--- src/design/slru_pkg.sv ---
// Package for the set-associative LRU cache tag model.
// Holds field widths, codes and the control structs shared by the design files.
package slru_pkg;

  localparam int ADDR_W     = 32;
  localparam int REQ_W      = 2;
  localparam int OUTCOME_W  = 2;
  localparam int TOTAL_W    = 32;
  localparam int CFG_IDX_W  = 2;
  localparam int CFG_DATA_W = 8;

  localparam int DEF_MAX_SET_BITS = 4;
  localparam int DEF_MAX_WAYS     = 4;

  localparam logic [REQ_W-1:0] REQ_LOAD   = 2'd0;
  localparam logic [REQ_W-1:0] REQ_STORE  = 2'd1;
  localparam logic [REQ_W-1:0] REQ_MODIFY = 2'd2;

  localparam logic [OUTCOME_W-1:0] OUTCOME_HIT   = 2'd0;
  localparam logic [OUTCOME_W-1:0] OUTCOME_FILL  = 2'd1;
  localparam logic [OUTCOME_W-1:0] OUTCOME_EVICT = 2'd2;

  localparam logic [CFG_IDX_W-1:0] CFG_SET_BITS    = 2'd0;
  localparam logic [CFG_IDX_W-1:0] CFG_BLOCK_BITS  = 2'd1;
  localparam logic [CFG_IDX_W-1:0] CFG_WAYS_IN_USE = 2'd2;

  typedef struct packed {
    logic start;
    logic step;
  } slru_scan_ctl_t;

  typedef struct packed {
    logic hit;
    logic inv;
  } slru_scan_flags_t;

  typedef struct packed {
    logic rd_en;
    logic tag_we;
    logic state_we;
  } slru_mem_ctl_t;

endpackage

--- src/design/slru_way_scan.sv ---
// Shared compare unit that walks the ways of one set, one way per cycle.
// Depends on slru_pkg; tracks first hit, first empty way and the LRU victim.
module slru_way_scan import slru_pkg::*; #(
  parameter int MAX_WAYS = DEF_MAX_WAYS
) (
  input  logic                                   clk,
  input  logic                                   rst_n,
  input  slru_scan_ctl_t                         ctl,
  input  logic [((MAX_WAYS > 1) ? $clog2(MAX_WAYS) : 1)-1:0] way,
  input  logic [MAX_WAYS*ADDR_W-1:0]             tag_row,
  input  logic [MAX_WAYS*(((MAX_WAYS > 1) ? $clog2(MAX_WAYS) : 1)+1)-1:0] state_row,
  input  logic [ADDR_W-1:0]                      ref_tag,
  output slru_scan_flags_t                       flags,
  output logic [((MAX_WAYS > 1) ? $clog2(MAX_WAYS) : 1)-1:0] hit_way,
  output logic [((MAX_WAYS > 1) ? $clog2(MAX_WAYS) : 1)-1:0] inv_way,
  output logic [((MAX_WAYS > 1) ? $clog2(MAX_WAYS) : 1)-1:0] vic_way
);

  localparam int WAY_W  = (MAX_WAYS > 1) ? $clog2(MAX_WAYS) : 1;
  localparam int RANK_W = WAY_W;
  localparam int ENT_W  = RANK_W + 1;

  logic [ADDR_W-1:0] sel_tag;
  logic              sel_valid;
  logic [RANK_W-1:0] sel_rank;

  slru_scan_flags_t  flags_r;
  logic [WAY_W-1:0]  hit_way_r, inv_way_r, vic_way_r;
  logic [RANK_W-1:0] vic_rank_r;

  assign sel_tag   = tag_row[way*ADDR_W +: ADDR_W];
  assign sel_valid = state_row[way*ENT_W + RANK_W];
  assign sel_rank  = state_row[way*ENT_W +: RANK_W];

  always_ff @(posedge clk) begin
    if (!rst_n) begin
      flags_r    <= '0;
      hit_way_r  <= '0;
      inv_way_r  <= '0;
      vic_way_r  <= '0;
      vic_rank_r <= '0;
    end else if (ctl.start) begin
      flags_r    <= '0;
      vic_way_r  <= '0;
      vic_rank_r <= '0;
    end else if (ctl.step) begin
      if (sel_valid && (sel_tag == ref_tag) && !flags_r.hit) begin
        flags_r.hit <= 1'b1;
        hit_way_r   <= way;
      end
      if (!sel_valid && !flags_r.inv) begin
        flags_r.inv <= 1'b1;
        inv_way_r   <= way;
      end
      // Strict compare keeps the first way among equal oldest ranks.
      if (sel_rank > vic_rank_r) begin
        vic_way_r  <= way;
        vic_rank_r <= sel_rank;
      end
    end
  end

  assign flags   = flags_r;
  assign hit_way = hit_way_r;
  assign inv_way = inv_way_r;
  assign vic_way = vic_way_r;

endmodule

--- config.mk ---
export PLATFORM = sky130hd
export DESIGN_NAME = slru_way_scan
export DESIGN_NICKNAME = d
export VERILOG_FILES = /design/src/design/slru_pkg.sv /design/src/design/slru_way_scan.sv
export SDC_FILE = /design/constraint.sdc
export NUM_CORES = 1
export LEC_CHECK = 0
export ABC_CLOCK_PERIOD_IN_PS = 3200
export BUFFER_PORTS_ARGS = -buffer_cell sky130_fd_sc_hd__buf_4
export CELL_PAD_IN_SITES_DETAIL_PLACEMENT = 1
export CELL_PAD_IN_SITES_GLOBAL_PLACEMENT = 1
export CORE_ASPECT_RATIO = 0.7
export CORE_MARGIN = 2
export CORE_UTILIZATION = 24
export DETAILED_ROUTE_END_ITERATION = 12
export GPL_TIMING_DRIVEN = 0
export HOLD_SLACK_MARGIN = 0.02
export PLACE_DENSITY_LB_ADDON = 0.1
export SLEW_MARGIN = 25
export SYNTH_ARGS = -nofsm -noshare
export SYNTH_HDL_FRONTEND = slang
export SYNTH_SLANG_ARGS = --single-unit
--- constraint.sdc ---
create_clock -name clk -period 3.2 [get_ports clk]
set_clock_uncertainty 0.2 [all_clocks]
set_input_delay 0.32 -clock clk [delete_from_list [all_inputs] [get_ports clk]]
set_output_delay 0.32 -clock clk [all_outputs]
set_load 0.005 [all_outputs]
# After elaboration in Yosys (flattened, before gate mapping)
# Cells that the tools add are included.
[totals]
input_bits = 178
register_bits = 10
[op_classes]
reduce_logical = 12
addsub = 1
eq_ne = 1
multipliers = 1
order_cmp = 2
n_mux = 2
bitwise_logic = 2
n_shift = 2
[op_table]
columns = ["op", "count"]
rows = [
  ["$shiftx 128x8->32", 1],
  ["$eq 32x32->1", 1],
  ["$shiftx 12x5->2", 1],
  ["$reduce_and 2->1", 3],
  ["$reduce_and 3->1", 2],
  ["$add 4x2->5 const B", 1],
  ["$lt 5x5->1 const B", 1],
  ["$bmux 1 s4", 1],
  ["$mul 2x2->4 const B", 1],
  ["$logic_and 1x1->1", 3],
  ["$logic_not 1->1", 3],
  ["$gt 2x2->1", 1],
  ["$not 1->1", 2],
  ["$reduce_or 2->1", 1],
  ["$mux 1", 1],
]

# Longest topological paths before layout
[depth]
ltp_word = 7
ltp_mapped = 14
mapped_depth_nobuf = 9

# Least setup slack after synthesis
# Ideal clock, no wire load.
[synth_timing]
path_kind = "input -> register"
start = "input way[0] in the netlist's numbering"
end = "register hit_way_r[1] (netlist: hit_way[1])"
t_arrival_ns = 3.070
required_time_ns = 2.930
path_slack_ns = -0.140
stages = 13
cell_sequence = "buf_6 -> buf_12 -> buf_12 -> buf_6 -> buf_4 -> inv_1 -> ha_1 -> mux4_2 -> nor2_1 -> o41ai_1 -> o2111ai_1 -> or4_1 -> a21oi_1"
[synth_via]
elab_chain_cells = 7
word_cells_on_any_way = 9
classes_between = "1 x add/sub; 1 x mul; 1 x eq/ne; 1 x shift; 2 x mux; 3 x reduce/logical"
[synth_rtl]
columns = ["element", "line", "text"]
rows = [
  ["start, declared", "slru_way_scan.sv:9", "input logic [((MAX_WAYS > 1) ? $clog2(MAX_WAYS) : 1)-1:0] way,"],
  ["$mul 2x2->4", "slru_way_scan.sv:32", "assign sel_valid = state_row[way*ENT_W + RANK_W];"],
  ["$add 4x2->5", "slru_way_scan.sv:32", ""],
  ["$bmux 1 s4", "slru_way_scan.sv:32", ""],
  ["$mux 1 (implied by the code)", "slru_way_scan.sv:32", ""],
  ["$logic_and 1x1->1 * (2 in series)", "slru_way_scan.sv:47", "if (sel_valid && (sel_tag == ref_tag) && !flags_r.hit) begin"],
  ["$reduce_and 3->1 (no source line) *", "-", ""],
  ["end signal, assigned", "slru_way_scan.sv:49", "hit_way_r <= way;"],
  ["end, declared", "slru_way_scan.sv:28", "logic [WAY_W-1:0] hit_way_r, inv_way_r, vic_way_r;"],
]
# Mark *: on every way between the ends. The rest lies on a longest branch, timed or not. The select of a mux whose other input is x is not followed.
# A chain may end at the register's enable or synchronous reset.

# Final worst setup path
[layout_timing]
start = "input way[0] in the netlist's numbering"
end = "register inv_way_r[1] (netlist: inv_way[1])"
[layout_via]
elab_chain_cells = 7
[layout_rtl]
columns = ["element", "line", "text"]
rows = [
  ["$mul 2x2->4", "slru_way_scan.sv:32", ""],
  ["$add 4x2->5", "slru_way_scan.sv:32", ""],
  ["$bmux 1 s4", "slru_way_scan.sv:32", ""],
  ["$mux 1 (implied by the code)", "slru_way_scan.sv:32", ""],
  ["$logic_not 1->1", "slru_way_scan.sv:51", "if (!sel_valid && !flags_r.inv) begin"],
  ["$logic_and 1x1->1", "slru_way_scan.sv:51", ""],
  ["$reduce_and 3->1 (no source line)", "-", ""],
  ["end signal, assigned", "slru_way_scan.sv:53", "inv_way_r <= way;"],
  ["end, declared", "slru_way_scan.sv:28", ""],
]
# Every way passes these cells. The select of a mux whose other input is x is not followed.

==> results.py <==
metrics = {
    "clocking": {
        "cts_tree": "yes",
        "ctsHoldBuffers": 0,
        "clk_path_buf_depth": 2,
        "h-tree-depth": 1,
        "clockRootBuffer": "clkbuf_16",
        "cts.clk_slew.worst_paths_ns": 0.04,
        "cts_sinks": 10,
        "clkLatencyLatePin_ns": 0.24,
        "cts_buffers": 3,
    },
    "synth": {
        "yosysSeqAreaShare": 0.0960,
        "syn_inst": 207,
        "syn_avg_cell_area_um2": 10.1,
        "ys_ff_latch": 10,
        "syn-num-nets": 389,
        "synth_top_cell_area_share": 0.184,
        "syn-cell-area_um2": 2090,
        "post-synth-top-area-cell": "mux4_2",
        "synthMuxAreaShare": 0.454,
        "synth_compound_area_frac": 0.146,
        "synth-warning-count": 0,
        "synthXorXnorAreaFrac": 0.0882,
        "synth_fa_ha_area_frac": 0.0240,
        "synth_top_family_by_area": "multiplexers",
        "synth_cell_type_count": 47,
        "synth.area.top_cells": "mux4_2, mux2i_1, dfxtp_1, mux4_1, xnor2_1",
        "synthSimpleGateAreaFrac": 0.117,
    },
    "critical_path": {
        "path_max_fanout": 18,
        "cpPeakStageDelay_ns": 0.49,
        "crit_required_ns": 3.13,
        "crit_path_end_kind": "flip-flop",
        "path_cells": "buf_4, buf_6, buf_12, buf_12, buf_16, inv_1, ha_4, mux4_2, nand3b_1, o41ai_4, buf_4, or3_1, mux2i_1, nor2_1",
        "cp.arrival_ns": 3.02,
        "setup.worst_path.start": "way[0]",
        "r2r_start": "flags[1]",
        "critPathSlowestCell": "mux4_2",
        "crit_type": "in -> reg",
        "cp-start-kind": "input port",
    },
    "placed_design": {
        "dp.cells": 511,
        "pre_cts_slack_ns": -0.679,
        "port_buffers": 184,
        "gp_congestion": 0.809,
        "dp_hpwl_um": 7970,
    },
    "route": {
        "drt_iter0_markers": 74,
        "dr.pass1.iters": 4,
        "drt-total-wl_um": 9210,
        "drc": 0,
        "ant_nets": 0,
        "via_per_inst": 4.88,
        "post_drt_wl_per_cell_um": 17.5,
        "vias": 2571,
    },
    "floorplan": {
        "start_util": 0.247,
        "io_pins": 186,
        "die_area_um2": 9460,
        "core_area_um2": 8440,
        "chipWidth_um": 115,
        "die_y_um": 82.0,
        "fp-row-count": 28,
    },
    "final_layout": {
        "num-fill-cells": 1013,
        "area_growth_syn_to_layout_pct": 85.8,
        "layout_commonest_cell": "buf_4",
        "final_cell_mix": "buf_4, mux2i_1, mux4_2, nor2_1, xnor2_1",
        "n_antenna_cell": 0,
        "layout.cells.non_filler": 527,
        "nets": 590,
        "drive_above_1_share": 0.595,
    },
    "global_route": {
        "groute.usage.overall": 0.186,
        "antenna_found_initial": 0,
        "grt_pass1_wl_um": 13700,
        "grt.overflow.total": 0,
        "grt_max_degree": 20,
        "grt_pass1_vias": 2730,
    },
    "sta": {
        "timing.fmax_mhz": 323,
        "setup_viol": 0,
        "worst_pin_slew_ns": 0.393,
        "timing.final.crit_share": 0.967,
        "relSlewSlack": 0.731,
        "final_hold_viol_count": 0,
        "layout_setup_ws_ns": 0.106,
        "rsz0062_at_grt": "false",
        "finalCriticalPeriod_ns": 3.09,
        "maxSlewViolCount": 0,
    },
    "pwr": {
        "clkPwrFrac": 0.290,
        "peakVddDrop_mv": 0.137,
        "p_int_w": 0.000611,
        "swShare": 0.286,
        "switchingPower_w": 0.000245,
        "combPwrFrac": 0.557,
        "seq_power_share": 0.153,
        "p_leak_nw": 1.83,
        "pwr_density_cell_nw_per_um2": 221,
    },
    "min_path": {
        "min-delay-start": "rst_n",
        "hold_path.class": "in -> reg",
    },
    "run": {
        "maxCapViolCount": 0,
    },
    "outcome": {
        "status": "finished, final reports clean",
    },
}
==> stage by stage <==
stage | hold slack, ns | power [W] | util | area [µm²] | TNS, ns
floorplan | 0.255 | 0.000355 | - | 2100 | 0
global placement | 0.254 | 0.000582 | 0.430 | 3630 | -2.80
detailed placement | 0.268 | 0.000589 | 0.430 | 3630 | -2.86
CTS | 0.171 | 0.000849 | 0.445 | 3760 | 0
global route | 0.206 | 0.000914 | 0.459 | 3870 | 0
finish | 0.171 | 0.000857 | 0.459 | 3870 | 0
==> cell usage after synthesis (all sizes together) <==
library cell / number
buf: 11
a211o: 1
nor2: 17
a31oi: 2
mux2i: 36
a2bb2oi: 1
o21ai: 3
and3: 1
nand3: 1
ha: 4
clkbuf: 1
or4: 5
nor3: 6
or3: 2
o2bb2ai: 3
nand2b: 2
nand2: 4
clkinv: 1
dfxtp: 10
o22ai: 4
nand3b: 2
o31ai: 2
nor2b: 1
a2111o: 1
o211ai: 1
inv: 10
a21oi: 9
mux2: 4
o221ai: 1
xnor2: 13
a22oi: 2
mux4: 23
xor2: 8
o41ai: 1
a221o: 2
nor3b: 1
a311oi: 1
nand4: 2
a221oi: 3
o2111ai: 4
nor4: 1
==> final timing paths <==
path                                   end  slack (ns)  depth (start not counted)
worst max-delay path            inv_way[1]        0.11                         14
worst min-delay path            inv_way[0]        0.17                          3
worst max register to register  hit_way[0]        1.20                          5
worst min register to register    flags[1]        0.27                          2
==> kinds of logic (layout without fill, tap and decap cells) <==
kind of cell    after synthesis  count (layout)
mux                          63              63
simple gates                 45              45
compound gates               41              41
buf+inv                      23             223
xor+xnor                     21              21
flops                        10              10
fa+ha+maj                     4               4
==> worst max-delay path: cells and delay by family <==
family	cells	cell delay, ns
simple gates	3	0.60
mux	2	0.68
compound gates	1	0.11
buf+inv	7	0.99
fa+ha+maj	1	0.31
==> area by class of cell <==
class | instances | area, µm² | area share
buffer | 11 | 126 | 0.0326
clock buffer | 4 | 88.8 | 0.0229
inverter | 11 | 41.3 | 0.0107
tap | 120 | 150 | 0.0387
multi-input combinational | 174 | 1790 | 0.462
sequential | 10 | 200 | 0.0517
timing repair buffer | 197 | 1480 | 0.382
==> flip-flops by register name (all words and copies together) (netlist names) <==
signal	cells
hit_way	2
flags	2
vic_way	2
inv_way	2
vic_rank_r	2
==> metal layers <==
| metal | track usage | vias up | share of wire |
|---|---|---|---|
| met5 | 0 | - | 0 |
| met3 | 0.0435 | 0 | 0.076 |
| met2 | 0.341 | 110 | 0.49 |
| met1 | 0.235 | 1225 | 0.43 |
| li1 | - | 1236 | - |
| met4 | 0.00723 | 0 | 0 |
==> power by group through the flow <==
stage / Combinational (W) / Clock (W) / Sequential (W)
floorplan: 0.000222 / 0 / 0.000133
global placement: 0.000449 / 0 / 0.000133
detailed placement: 0.000456 / 0 / 0.000133
CTS: 0.000466 / 0.000252 / 0.000131
global route: 0.000520 / 0.000262 / 0.000132
finish: 0.000477 / 0.000248 / 0.000131
==> repair_timing <==
item | in CTS | in global routing
gates resized for setup | 5 | 6
setup endpoints to repair | 5 | 5
setup buffers | 2 | 11
pin swaps | 2 | 2
Power figures use the tool's default switching activity.
